===== src/hw/rtl/rgb_threshold_bit_packer_assert.svh =====
// Assertion macros shared by the threshold packer RTL.
// Depends on nothing; included by the modules that check their own logic.
`ifndef RGB_THRESHOLD_BIT_PACKER_ASSERT_SVH
`define RGB_THRESHOLD_BIT_PACKER_ASSERT_SVH

// Same-cycle implication under synchronous active-low reset.
`define RTBP_ASSERT_NOW(label, clk, rst_n, ante, cons) \
  label: assert property (@(posedge clk) disable iff (!(rst_n)) (ante) |-> (cons)) \
    else $error("rtbp assertion failed");

// Next-cycle implication under synchronous active-low reset.
`define RTBP_ASSERT_NEXT(label, clk, rst_n, ante, cons) \
  label: assert property (@(posedge clk) disable iff (!(rst_n)) (ante) |=> (cons)) \
    else $error("rtbp assertion failed");

`endif


===== src/hw/rtl/rtbp_pkg.sv =====
// Shared types and constants of the threshold packer.
// Depends on nothing; used by every module of the block.
package rtbp_pkg;

  localparam int MAX_WIDTH_DEF   = 4096;
  localparam int MAX_HEIGHT_DEF  = 4096;
  localparam int QUEUE_DEPTH_DEF = 4;

  localparam int SIZE_W = 13;
  localparam int THR_W  = 8;
  localparam int PIX_W  = 8;
  localparam int LUMA_W = 18;

  localparam logic [LUMA_W-1:0] COEF_R     = LUMA_W'(299);
  localparam logic [LUMA_W-1:0] COEF_G     = LUMA_W'(587);
  localparam logic [LUMA_W-1:0] COEF_B     = LUMA_W'(114);
  localparam logic [LUMA_W-1:0] LUMA_SCALE = LUMA_W'(1000);

  localparam int CFG_IDX_W  = 3;
  localparam int CFG_DATA_W = 13;

  typedef enum logic [CFG_IDX_W-1:0] {
    CFG_FRAME_WIDTH    = 3'd0,
    CFG_FRAME_HEIGHT   = 3'd1,
    CFG_LUMA_THRESHOLD = 3'd2,
    CFG_PAD_ROWS       = 3'd3,
    CFG_REVERSE_BITS   = 3'd4
  } cfg_idx_t;

  typedef struct packed {
    logic [SIZE_W-1:0] frame_width;
    logic [SIZE_W-1:0] frame_height;
    logic [THR_W-1:0]  luma_threshold;
    logic              pad_rows;
    logic              reverse_bits;
  } cfg_t;

  typedef struct packed {
    logic pix_bit;
    logic row_end;
    logic frame_end;
  } q_entry_t;

endpackage


===== src/hw/rtl/rgb_threshold_bit_packer.sv =====
// RGB to 1-bit-per-pixel threshold packer, top level.
// Accepts one pixel a cycle on in_* unless stalled, emits packed bytes on out_*, config on cfg_*.
// Depends on rtbp_pkg, rtbp_front, rtbp_queue and rtbp_back.
//
// Pixels arrive in row-major order on in_red/in_green/in_blue; a transaction
// completes when in_valid is high and in_stall is low. Each pixel is thresholded
// on 299r+587g+114b and packed MSB-first (LSB-first if reverse_bits); a byte leaves on
// out_packed_byte when eight bits are full, at row end when pad_rows is set, and at
// frame end, where out_frame_last marks it. A result transaction completes on
// out_valid && !out_stall. Throughput is one pixel per cycle while in_stall is low;
// the front end's column/row counter and the back end's bit accumulator update once
// per pixel taken. A byte passes through the queue and then the output register, and
// its result transaction completes once it shows there and out_stall is low.
// When out_stall holds a byte, the back end keeps draining pixels that emit nothing,
// and a four-entry queue absorbs up to four more; in_stall rises only when it is full.
// Registers are written through cfg_index/cfg_data with cfg_valid (cfg_ready is
// always high); the user must write them only while idle, which the block does not
// enforce; unknown indexes are dropped. Synchronous reset restores the default
// registers (128x64, threshold 128) and clears counters, accumulator, queue, out_valid.
module rgb_threshold_bit_packer #(
  parameter int MAX_WIDTH   = rtbp_pkg::MAX_WIDTH_DEF,
  parameter int MAX_HEIGHT  = rtbp_pkg::MAX_HEIGHT_DEF,
  parameter int QUEUE_DEPTH = rtbp_pkg::QUEUE_DEPTH_DEF
) (
  input  logic                             clk,
  input  logic                             rst_n,
  input  logic                             in_valid,
  output logic                             in_stall,
  input  logic [rtbp_pkg::PIX_W-1:0]       in_red,
  input  logic [rtbp_pkg::PIX_W-1:0]       in_green,
  input  logic [rtbp_pkg::PIX_W-1:0]       in_blue,
  output logic                             out_valid,
  input  logic                             out_stall,
  output logic [7:0]                       out_packed_byte,
  output logic                             out_frame_last,
  input  logic                             cfg_valid,
  output logic                             cfg_ready,
  input  logic [rtbp_pkg::CFG_IDX_W-1:0]   cfg_index,
  input  logic [rtbp_pkg::CFG_DATA_W-1:0]  cfg_data
);

  rtbp_pkg::cfg_t     cfg_r, cfg_nxt;
  rtbp_pkg::q_entry_t push_entry;
  rtbp_pkg::q_entry_t q_entry;
  logic               push;
  logic               pop;
  logic               q_valid;
  logic               q_full;

  assign cfg_ready = 1'b1;
  assign in_stall  = q_full;

  always_comb begin
    cfg_nxt = cfg_r;
    if (cfg_valid && cfg_ready) begin
      unique case (rtbp_pkg::cfg_idx_t'(cfg_index))
        rtbp_pkg::CFG_FRAME_WIDTH:    cfg_nxt.frame_width    = cfg_data;
        rtbp_pkg::CFG_FRAME_HEIGHT:   cfg_nxt.frame_height   = cfg_data;
        rtbp_pkg::CFG_LUMA_THRESHOLD: cfg_nxt.luma_threshold = cfg_data[rtbp_pkg::THR_W-1:0];
        rtbp_pkg::CFG_PAD_ROWS:       cfg_nxt.pad_rows       = cfg_data[0];
        rtbp_pkg::CFG_REVERSE_BITS:   cfg_nxt.reverse_bits   = cfg_data[0];
        default: cfg_nxt = cfg_r;
      endcase
    end
  end

  always_ff @(posedge clk) begin
    if (!rst_n) begin
      cfg_r.frame_width    <= rtbp_pkg::SIZE_W'(128);
      cfg_r.frame_height   <= rtbp_pkg::SIZE_W'(64);
      cfg_r.luma_threshold <= rtbp_pkg::THR_W'(128);
      cfg_r.pad_rows       <= 1'b0;
      cfg_r.reverse_bits   <= 1'b0;
    end else begin
      cfg_r <= cfg_nxt;
    end
  end

  rtbp_front #(
    .MAX_WIDTH  (MAX_WIDTH),
    .MAX_HEIGHT (MAX_HEIGHT)
  ) u_front (
    .clk        (clk),
    .rst_n      (rst_n),
    .cfg        (cfg_r),
    .in_valid   (in_valid),
    .in_stall   (in_stall),
    .in_red     (in_red),
    .in_green   (in_green),
    .in_blue    (in_blue),
    .push       (push),
    .push_entry (push_entry)
  );

  rtbp_queue #(
    .DEPTH (QUEUE_DEPTH)
  ) u_queue (
    .clk        (clk),
    .rst_n      (rst_n),
    .push       (push),
    .push_entry (push_entry),
    .pop        (pop),
    .q_valid    (q_valid),
    .q_entry    (q_entry),
    .full       (q_full)
  );

  rtbp_back u_back (
    .clk             (clk),
    .rst_n           (rst_n),
    .cfg             (cfg_r),
    .q_valid         (q_valid),
    .q_entry         (q_entry),
    .pop             (pop),
    .out_valid       (out_valid),
    .out_stall       (out_stall),
    .out_packed_byte (out_packed_byte),
    .out_frame_last  (out_frame_last)
  );

endmodule


===== src/hw/rtl/rtbp_front.sv =====
// Front end: accepts pixels, thresholds luma and tracks column and row position.
// Depends on rtbp_pkg and the assertion header.
`include "rgb_threshold_bit_packer_assert.svh"
module rtbp_front #(
  parameter int MAX_WIDTH  = rtbp_pkg::MAX_WIDTH_DEF,
  parameter int MAX_HEIGHT = rtbp_pkg::MAX_HEIGHT_DEF
) (
  input  logic                        clk,
  input  logic                        rst_n,
  input  rtbp_pkg::cfg_t              cfg,
  input  logic                        in_valid,
  input  logic                        in_stall,
  input  logic [rtbp_pkg::PIX_W-1:0]  in_red,
  input  logic [rtbp_pkg::PIX_W-1:0]  in_green,
  input  logic [rtbp_pkg::PIX_W-1:0]  in_blue,
  output logic                        push,
  output rtbp_pkg::q_entry_t          push_entry
);

  localparam int CW = (MAX_WIDTH > 1) ? $clog2(MAX_WIDTH) : 1;
  localparam int RW = (MAX_HEIGHT > 1) ? $clog2(MAX_HEIGHT) : 1;
  localparam int WW = $clog2(MAX_WIDTH + 1);
  localparam int HW = $clog2(MAX_HEIGHT + 1);
  localparam int LW = rtbp_pkg::LUMA_W;

  logic [CW-1:0] col_r, col_nxt;
  logic [RW-1:0] row_r, row_nxt;
  logic [WW-1:0] width_c;
  logic [HW-1:0] height_c;
  logic [WW:0]   col_plus;
  logic [HW:0]   row_plus;
  logic [LW-1:0] luma_sum;
  logic [LW-1:0] luma_limit;
  logic          row_end;
  logic          frame_end;

  always_comb begin
    if (cfg.frame_width == '0) begin
      width_c = WW'(1);
    end else if (32'(cfg.frame_width) > 32'(MAX_WIDTH)) begin
      width_c = WW'(MAX_WIDTH);
    end else begin
      width_c = WW'(cfg.frame_width);
    end
    if (cfg.frame_height == '0) begin
      height_c = HW'(1);
    end else if (32'(cfg.frame_height) > 32'(MAX_HEIGHT)) begin
      height_c = HW'(MAX_HEIGHT);
    end else begin
      height_c = HW'(cfg.frame_height);
    end
  end

  assign col_plus  = (WW+1)'(col_r) + (WW+1)'(1);
  assign row_plus  = (HW+1)'(row_r) + (HW+1)'(1);
  assign row_end   = col_plus >= (WW+1)'(width_c);
  assign frame_end = row_end && (row_plus >= (HW+1)'(height_c));

  assign luma_sum = LW'(in_red) * rtbp_pkg::COEF_R + LW'(in_green) * rtbp_pkg::COEF_G
                  + LW'(in_blue) * rtbp_pkg::COEF_B;
  assign luma_limit = (LW'(cfg.luma_threshold) + LW'(1)) * rtbp_pkg::LUMA_SCALE;

  assign push                 = in_valid && !in_stall;
  assign push_entry.pix_bit   = luma_sum >= luma_limit;
  assign push_entry.row_end   = row_end;
  assign push_entry.frame_end = frame_end;

  always_comb begin
    col_nxt = col_r;
    row_nxt = row_r;
    if (push) begin
      if (row_end) begin
        col_nxt = '0;
        row_nxt = frame_end ? '0 : RW'(row_plus);
      end else begin
        col_nxt = CW'(col_plus);
      end
    end
  end

  always_ff @(posedge clk) begin
    if (!rst_n) begin
      col_r <= '0;
      row_r <= '0;
    end else begin
      col_r <= col_nxt;
      row_r <= row_nxt;
    end
  end

  `RTBP_ASSERT_NEXT(a_col_wrap, clk, rst_n, push && row_end, col_r == '0)
  `RTBP_ASSERT_NEXT(a_row_wrap, clk, rst_n, push && frame_end, row_r == '0)
  `RTBP_ASSERT_NEXT(a_hold_idle, clk, rst_n, !push, $stable(col_r) && $stable(row_r))

endmodule


===== src/hw/rtl/rtbp_queue.sv =====
// Short FIFO of classified pixels between front and back end.
// Depends on rtbp_pkg and the assertion header.
`include "rgb_threshold_bit_packer_assert.svh"
module rtbp_queue #(
  parameter int DEPTH = rtbp_pkg::QUEUE_DEPTH_DEF
) (
  input  logic               clk,
  input  logic               rst_n,
  input  logic               push,
  input  rtbp_pkg::q_entry_t push_entry,
  input  logic               pop,
  output logic               q_valid,
  output rtbp_pkg::q_entry_t q_entry,
  output logic               full
);

  localparam int PW = (DEPTH > 1) ? $clog2(DEPTH) : 1;
  localparam int NW = $clog2(DEPTH + 1);

  rtbp_pkg::q_entry_t slot_r [DEPTH];
  logic [PW-1:0] wr_ptr_r, wr_ptr_nxt;
  logic [PW-1:0] rd_ptr_r, rd_ptr_nxt;
  logic [NW-1:0] count_r, count_nxt;
  logic          do_push;
  logic          do_pop;

  assign q_valid = count_r != '0;
  assign full    = count_r == NW'(DEPTH);
  assign q_entry = slot_r[rd_ptr_r];
  assign do_push = push && !full;
  assign do_pop  = pop && q_valid;

  always_comb begin
    wr_ptr_nxt = wr_ptr_r;
    rd_ptr_nxt = rd_ptr_r;
    count_nxt  = count_r;
    if (do_push) begin
      wr_ptr_nxt = (wr_ptr_r == PW'(DEPTH - 1)) ? '0 : wr_ptr_r + PW'(1);
    end
    if (do_pop) begin
      rd_ptr_nxt = (rd_ptr_r == PW'(DEPTH - 1)) ? '0 : rd_ptr_r + PW'(1);
    end
    if (do_push && !do_pop) begin
      count_nxt = count_r + NW'(1);
    end else if (do_pop && !do_push) begin
      count_nxt = count_r - NW'(1);
    end
  end

  always_ff @(posedge clk) begin
    if (!rst_n) begin
      wr_ptr_r <= '0;
      rd_ptr_r <= '0;
      count_r  <= '0;
    end else begin
      wr_ptr_r <= wr_ptr_nxt;
      rd_ptr_r <= rd_ptr_nxt;
      count_r  <= count_nxt;
    end
  end

  always_ff @(posedge clk) begin
    if (do_push) begin
      slot_r[wr_ptr_r] <= push_entry;
    end
  end

  `RTBP_ASSERT_NOW(a_no_overflow, clk, rst_n, 1'b1, count_r <= NW'(DEPTH))
  `RTBP_ASSERT_NEXT(a_fill, clk, rst_n, do_push && !do_pop, count_r == $past(count_r) + NW'(1))
  `RTBP_ASSERT_NEXT(a_drain, clk, rst_n, do_pop && !do_push, count_r == $past(count_r) - NW'(1))

endmodule


===== src/hw/rtl/rtbp_back.sv =====
// Back end: packs classified bits into bytes and holds the output register.
// Depends on rtbp_pkg and the assertion header.
`include "rgb_threshold_bit_packer_assert.svh"
module rtbp_back (
  input  logic               clk,
  input  logic               rst_n,
  input  rtbp_pkg::cfg_t     cfg,
  input  logic               q_valid,
  input  rtbp_pkg::q_entry_t q_entry,
  output logic               pop,
  output logic               out_valid,
  input  logic               out_stall,
  output logic [7:0]         out_packed_byte,
  output logic               out_frame_last
);

  logic [7:0] acc_r, acc_nxt;
  logic [2:0] pos_r, pos_nxt;
  logic       out_valid_r, out_valid_nxt;
  logic [7:0] byte_r, byte_nxt;
  logic       last_r, last_nxt;
  logic [7:0] acc_set;
  logic [7:0] acc_rev;
  logic       emit;
  logic       slot_free;

  always_comb begin
    for (int i = 0; i < 8; i++) begin
      acc_rev[i] = acc_set[7-i];
    end
  end

  assign acc_set   = acc_r | (8'(q_entry.pix_bit) << pos_r);
  assign emit      = (pos_r == 3'd0) || q_entry.frame_end || (q_entry.row_end && cfg.pad_rows);
  assign slot_free = !out_valid_r || !out_stall;
  assign pop       = q_valid && (!emit || slot_free);

  always_comb begin
    acc_nxt       = acc_r;
    pos_nxt       = pos_r;
    out_valid_nxt = out_valid_r && out_stall;
    byte_nxt      = byte_r;
    last_nxt      = last_r;
    if (pop) begin
      if (emit) begin
        acc_nxt       = '0;
        pos_nxt       = 3'd7;
        out_valid_nxt = 1'b1;
        byte_nxt      = cfg.reverse_bits ? acc_rev : acc_set;
        last_nxt      = q_entry.frame_end;
      end else begin
        acc_nxt = acc_set;
        pos_nxt = pos_r - 3'd1;
      end
    end
  end

  always_ff @(posedge clk) begin
    if (!rst_n) begin
      acc_r       <= '0;
      pos_r       <= 3'd7;
      out_valid_r <= 1'b0;
    end else begin
      acc_r       <= acc_nxt;
      pos_r       <= pos_nxt;
      out_valid_r <= out_valid_nxt;
    end
  end

  always_ff @(posedge clk) begin
    byte_r <= byte_nxt;
    last_r <= last_nxt;
  end

  assign out_valid       = out_valid_r;
  assign out_packed_byte = byte_r;
  assign out_frame_last  = last_r;

  `RTBP_ASSERT_NEXT(a_emit_clears, clk, rst_n, pop && emit, acc_r == '0 && pos_r == 3'd7)
  `RTBP_ASSERT_NEXT(a_emit_shows, clk, rst_n, pop && emit, out_valid_r)
  `RTBP_ASSERT_NEXT(a_hold, clk, rst_n, out_valid && out_stall, out_valid && $stable(byte_r))

endmodule

===== config.mk =====
export PLATFORM = sky130hd
export DESIGN_NAME = rgb_threshold_bit_packer
export DESIGN_NICKNAME = d
export VERILOG_FILES = /design/src/hw/rtl/rtbp_pkg.sv /design/src/hw/rtl/rgb_threshold_bit_packer.sv /design/src/hw/rtl/rtbp_front.sv /design/src/hw/rtl/rtbp_queue.sv /design/src/hw/rtl/rtbp_back.sv
export VERILOG_INCLUDE_DIRS = /design/src /design/src/hw/rtl
export SDC_FILE = /design/constraint.sdc
export NUM_CORES = 1
export LEC_CHECK = 0
export BUFFER_PORTS_ARGS = -buffer_cell sky130_fd_sc_hd__buf_2
export CAP_MARGIN = 20
export CORE_UTILIZATION = 48
export CTS_CLUSTER_SIZE = 20
export DETAILED_ROUTE_END_ITERATION = 8
export PLACE_DENSITY = 0.7
export SLEW_MARGIN = 40
export SYNTH_ARGS = -nofsm -noshare
export SYNTH_HDL_FRONTEND = slang
export SYNTH_SLANG_ARGS = --single-unit

===== constraint.sdc =====
create_clock -name clk -period 15.4 [get_ports clk]
set_clock_uncertainty 0.1 [all_clocks]
set_input_delay 2.31 -clock clk [delete_from_list [all_inputs] [get_ports clk]]
set_output_delay 2.31 -clock clk [all_outputs]
set_load 0.02 [all_outputs]

== Word level (Yosys, flattened, before mapping) ==
Memory sizes are Yosys's and may differ from the RTL's. A register that Yosys moved wholly into a read port is not among the register bits.
Index checks and enable logic that the tools add are counted.
Word-level totals
  bits in registers: 88
  bits in writable memories: 12
  input port bits: 45
  word-level logic and storage cells: 95
  memories: 1
Cells by class
  add/sub/neg operators: 10
  multipliers: 4
  magnitude comparators: 5
  eq/ne operators: 7
  shift-type cells: 1
  multiplexer cells: 19
  bitwise gates (word level): 1
  reductions and logical operators: 32
Memory list
  u_queue.slot_r: words 4, width 3, rd ports 1, clocked after memory_dff 1, write ports 1, RTL line rtbp_queue.sv:20  | rtbp_pkg::q_entry_t slot_r [DEPTH];
Operators by type and width (count)
  two-way mux 13 bit: 4
  >= comparator 14 x 13 -> 1 bit: 2
  adder 12 x 1 -> 13 bit, second input constant: 2
  greater-than comparator 13 bit, second input constant: 2
  zero test 13 bit: 2
  two-way mux 12 bit: 2
  adder 17 x 18 -> 18 bit: 1
  adder 18 x 15 -> 18 bit: 1
  >= comparator 18 bit: 1
  multiplier 18 x 7 -> 15 bit, second input constant: 1
  multiplier 8 x 10 -> 18 bit, second input constant: 1
  multiplier 8 x 9 -> 17 bit, second input constant: 1
  two-way mux 8 bit: 2
  multiplier 8 x 6 -> 14 bit, second input constant: 1
  AND reduction 2 bit: 7
  adder 8 x 1 -> 9 bit, second input constant: 1
  logical AND 1 bit: 9
  two-way mux 3 bit: 3
  two-way mux 2 bit: 4
  bitwise OR 8 bit: 1
  << shifter 1 x 3 -> 8 bit: 1
  equality test 3 x 2 -> 1 bit, second input constant: 2
  equality test 3 bit, second input constant: 2
  zero test 1 bit: 6
  10 further kinds: 20

== Logic depth before layout (Yosys ltp) ==
  depth after elaboration: 10
  gate-level depth with buffers: 30
  gate-level depth less buffers: 30

== Hierarchy ==
A second synthesis with hierarchy kept.
Unflattened totals
  cells, all modules: 1210
  area, all modules: 11214.5 um^2
Modules (own cells, without submodules)
  rtbp_front: times used 1, cells an instance 897, area an instance 7887.6 um^2, seq. area each 480.5 um^2
  rgb_threshold_bit_packer: times used 1, cells an instance 141, area an instance 1418.9 um^2, seq. area each 720.7 um^2
  rtbp_back: times used 1, cells an instance 106, area an instance 997.2 um^2, seq. area each 510.5 um^2
  rtbp_queue: times used 1, cells an instance 66, area an instance 910.9 um^2, seq. area each 540.5 um^2

== Worst setup path after synthesis ==
No wires, ideal clock.
  path kind: input to register
  from: in in_blue[0] (netlist bit)
  to: mem u_queue.slot_r[0][2] (netlist bit), data pin
  setup time: 0.281 ns
  arrival: 8.617 ns
  setup slack: 6.402 ns
  stages on the path: 27
  buffers on the path: 0
  path through: fa_1 inv_1 fa_1 inv_1 ha_1 ha_1 inv_1 fa_1 xnor2_1 ha_1 fa_1 inv_1 fa_1 fa_1 inv_1 ha_1 or2_2 a31o_2 a21oi_1 xnor2_1 ha_1 a21o_1 a21o_1 a21oi_1 nor2_1 a2111oi_0 a21oi_1
RTL lines
  start, declared: RTL line rgb_threshold_bit_packer.sv:31  | input logic [rtbp_pkg::PIX_W-1:0] in_blue,
  end, declared: RTL line rtbp_queue.sv:20

==> run summary <==
Status = completed
Fmax = 106 MHz
Max Buffers Root-to-Sink = 2
Worst-Skew Late Latency = 0.35 ns
Total track usage = 0.189
Synth Register Bits = 102
Via density per instance = 5.22
Die Y = 154 um
P_leak = 5.93 nW
Pins Over Slew Limit = 0
Dominant synthesized flop cell = dfxtp_1
Area Overhead vs Synth = 7.28%
Initial DRC count = 280
Vias in the first global route = 8032
Syn. warnings = 0
Initial core utilization = 0.490
PwrDens = 199 nW/um^2
Syn Std Cell Area = 11100 sq um
Routed wire length = 20.7 mm
Hold-fix buffers, CTS = 0
Largest net degree at the start of global routing = 70
Final Hold Vio Count = 0
Final nets = 1598
Avg Inst Size Synth = 9.04 sq um
Post-CTS Setup Repair Bufs = 0
Placed insts = 1539
Yosys cell types = 67
N_diodes = 0
CP Launch Type = primary input
Async set or reset register ratio after synthesis = 0
CTS Buf Count = 9
Commonest cells after routing, fill and taps aside = 215 x inv_1, 190 x ha_1, 148 x nand2_1
Filler cell count = 2093
Unrepaired setup endpoints after global routing = no
Commonest non-fill, non-tap cell in the layout = inv_1
Period utilisation layout = 0.614
Slew margin rel. = 0.466
Core area = 22600 sq um
Vias = 8110
Register Area = 2250 sq um
Final setup fails = 0
Syn_nets = 1559
Routability-driven placement congestion ratio = 0.826
Post-DP Area = 11600 sq um
CTS tree = yes
H-tree depth = 3
Layout Cells excl Fill = 1555
CP max FO = 4
VDD IR max = 207 uV
Final hold slack = 0.373 ns
Aggregate global routing overflow = 0
Class of the most critical setup path = in2reg
Slew @ Worst Pin = 0.798 ns
Wire length of the first global-routing pass = 37.1 mm
Post-route minimum period = 9.45 ns
Multi-input gate area = 7910 sq um
Post-Syn Instances = 1226
Sequential area share after synthesis = 0.203
WP data arrival = 9.40 ns
Core Rows = 55
Antenna violations before repair = 0
Die X = 154 um
HP Class = reg2reg
Critical path endpoint category = flip-flop
Clock transition at path regs = 0.07 ns
Fin Setup TNS = 0 ns
MaxCap Viol Count = 0
Final total power = 2.36 mW
CTS Root Cell = clkbuf_16
Layout cells sized above 1 = 0.0654
Die area = 23700 sq um
Sink Count = 102
Critical path required time = 15.35 ns
Post-route cell area = 11900 sq um
Port Buf Inserts = 55
First-pass detailed-route iteration total = 5
# DRC = 0
Post-CTS resize count = 0
EDFF count, synth = 21
Final ANT Viol Nets = 0
DR WL/cell = 13.3 um
# IOs = 57
HPWL Detailed = 17.3 mm
==> state kept, by name, indices dropped and copies added, names as in the netlist, 3 cells and up, named ones only <==
name                    count
cfg_r                      36
u_front.col_r              12
u_front.row_r              12
u_queue.slot_r             12
u_back.acc_r                8
u_back.out_packed_byte      8
u_back.pos_r                3
u_queue.count_r             3
==> final timing paths <==
check                                                  start                             end  slack [ns]  depth (start not counted)
worst max-delay path                              in_blue[0]  u_queue.slot_r[2][2]$_DFFE_PP_        5.95                         28
worst min-delay path            u_back.acc_r[3]$_SDFFE_PN0P_    u_back.acc_r[3]$_SDFFE_PN0P_        0.37                          2
worst max register to register         cfg_r[2]$_SDFFE_PN0P_  u_queue.slot_r[2][2]$_DFFE_PP_        8.57                         20
worst min register to register  u_back.acc_r[3]$_SDFFE_PN0P_    u_back.acc_r[3]$_SDFFE_PN0P_        0.37                          2
==> per-layer routing <==
layer	track usage	up-vias	part of all wire
li1	-	4153	-
met1	0.272	3831	0.51
met2	0.305	110	0.45
met3	0.0254	16	0.027
met4	0.0333	0	0.010
met5	0	-	0
==> worst max-delay path, stage by stage <==
cell and delay (ns):
buf_2 0.13, fa_1 0.54, inv_1 0.05, fa_1 0.48, inv_1 0.05, ha_1 0.27, ha_1 0.16, inv_1 0.05
fa_1 0.39, xnor2_1 0.18, ha_1 0.28, fa_1 0.52, inv_1 0.05, fa_1 0.48, fa_1 0.54, inv_1 0.04
ha_1 0.34, or2_2 0.34, a31o_2 0.24, a21oi_1 0.17, xnor2_1 0.15, ha_1 0.26, a21o_1 0.19, a21o_1 0.19
a21oi_1 0.16, nor2_1 0.06, a2111oi_0 0.51, a21oi_1 0.26
==> metrics by stage <==
step                 util  setup slack (ns)
finish              0.525              5.95
global route        0.525              5.65
CTS                 0.525              6.06
detailed placement  0.513              5.74
global placement    0.513              5.93
floorplan               -              6.40
==> synth_stat cells (3+ instances only) <==
cell type  instances  share of area
xor2_1            24          0.019
or2_2              4         0.0023
mux2i_1           13          0.012
nand4_1            4         0.0023
a21boi_0          34          0.023
o22ai_1            4         0.0023
o21bai_1           3         0.0020
nand2b_1          14         0.0079
o21a_1             9         0.0061
o21ai_0           25          0.011
a21o_1            22          0.015
o41ai_1            4         0.0032
a32oi_1            6         0.0047
and2_1            10         0.0056
a211oi_1           5         0.0034
nor3_1            12         0.0054
and3_1            20          0.011
dfxtp_1           81           0.15
nor2_1            52          0.018
a21oi_1           27          0.012
nor4_1             5         0.0028
buf_2              3         0.0014
a41oi_1            3         0.0024
inv_1            215          0.073
nand3_1           36          0.016
fa_1              98           0.18
nor2b_1           10         0.0056
nand2_1          148          0.050
a31oi_1           13         0.0073
edfxtp_1          21          0.057
xnor2_1           37          0.029
ha_1             190           0.21
clkbuf_1          24         0.0081
o31ai_1            5         0.0034
or3_1              4         0.0023
==> layout make-up <==
| type | count | area share |
|---|---|---|
| Clock buffer | 9 | 0.0189 |
| Clock inverter | 7 | 0.00421 |
| Inverter | 215 | 0.0679 |
| Timing Repair Buffer | 57 | 0.0244 |
| Sequential cell | 102 | 0.189 |
| Tap cell | 285 | 0.0300 |
| Multi-Input combinational cell | 880 | 0.665 |
==> logic make-up (layout without fill, tap and decap cells) <==
family	count (synthesis)	count (layout)	share of synthesized area
simple gates	326	326	0.135
other cells	1	1	0.000338
flops	102	102	0.203
buf+inv	244	288	0.0840
fa+ha+maj	288	288	0.391
xor+xnor	61	61	0.0482
compound gates	188	188	0.120
mux	16	16	0.0182
==> report_power, final <==
part	total, mW	switching, mW	leakage [nW]	internal [mW]
Clock	0.213	0.103	0.131	0.110
Combinational	1.81	1.01	4.94	0.805
Sequential	0.339	0.0192	0.859	0.320
No activity file was read; power rests on OpenSTA's default activity.
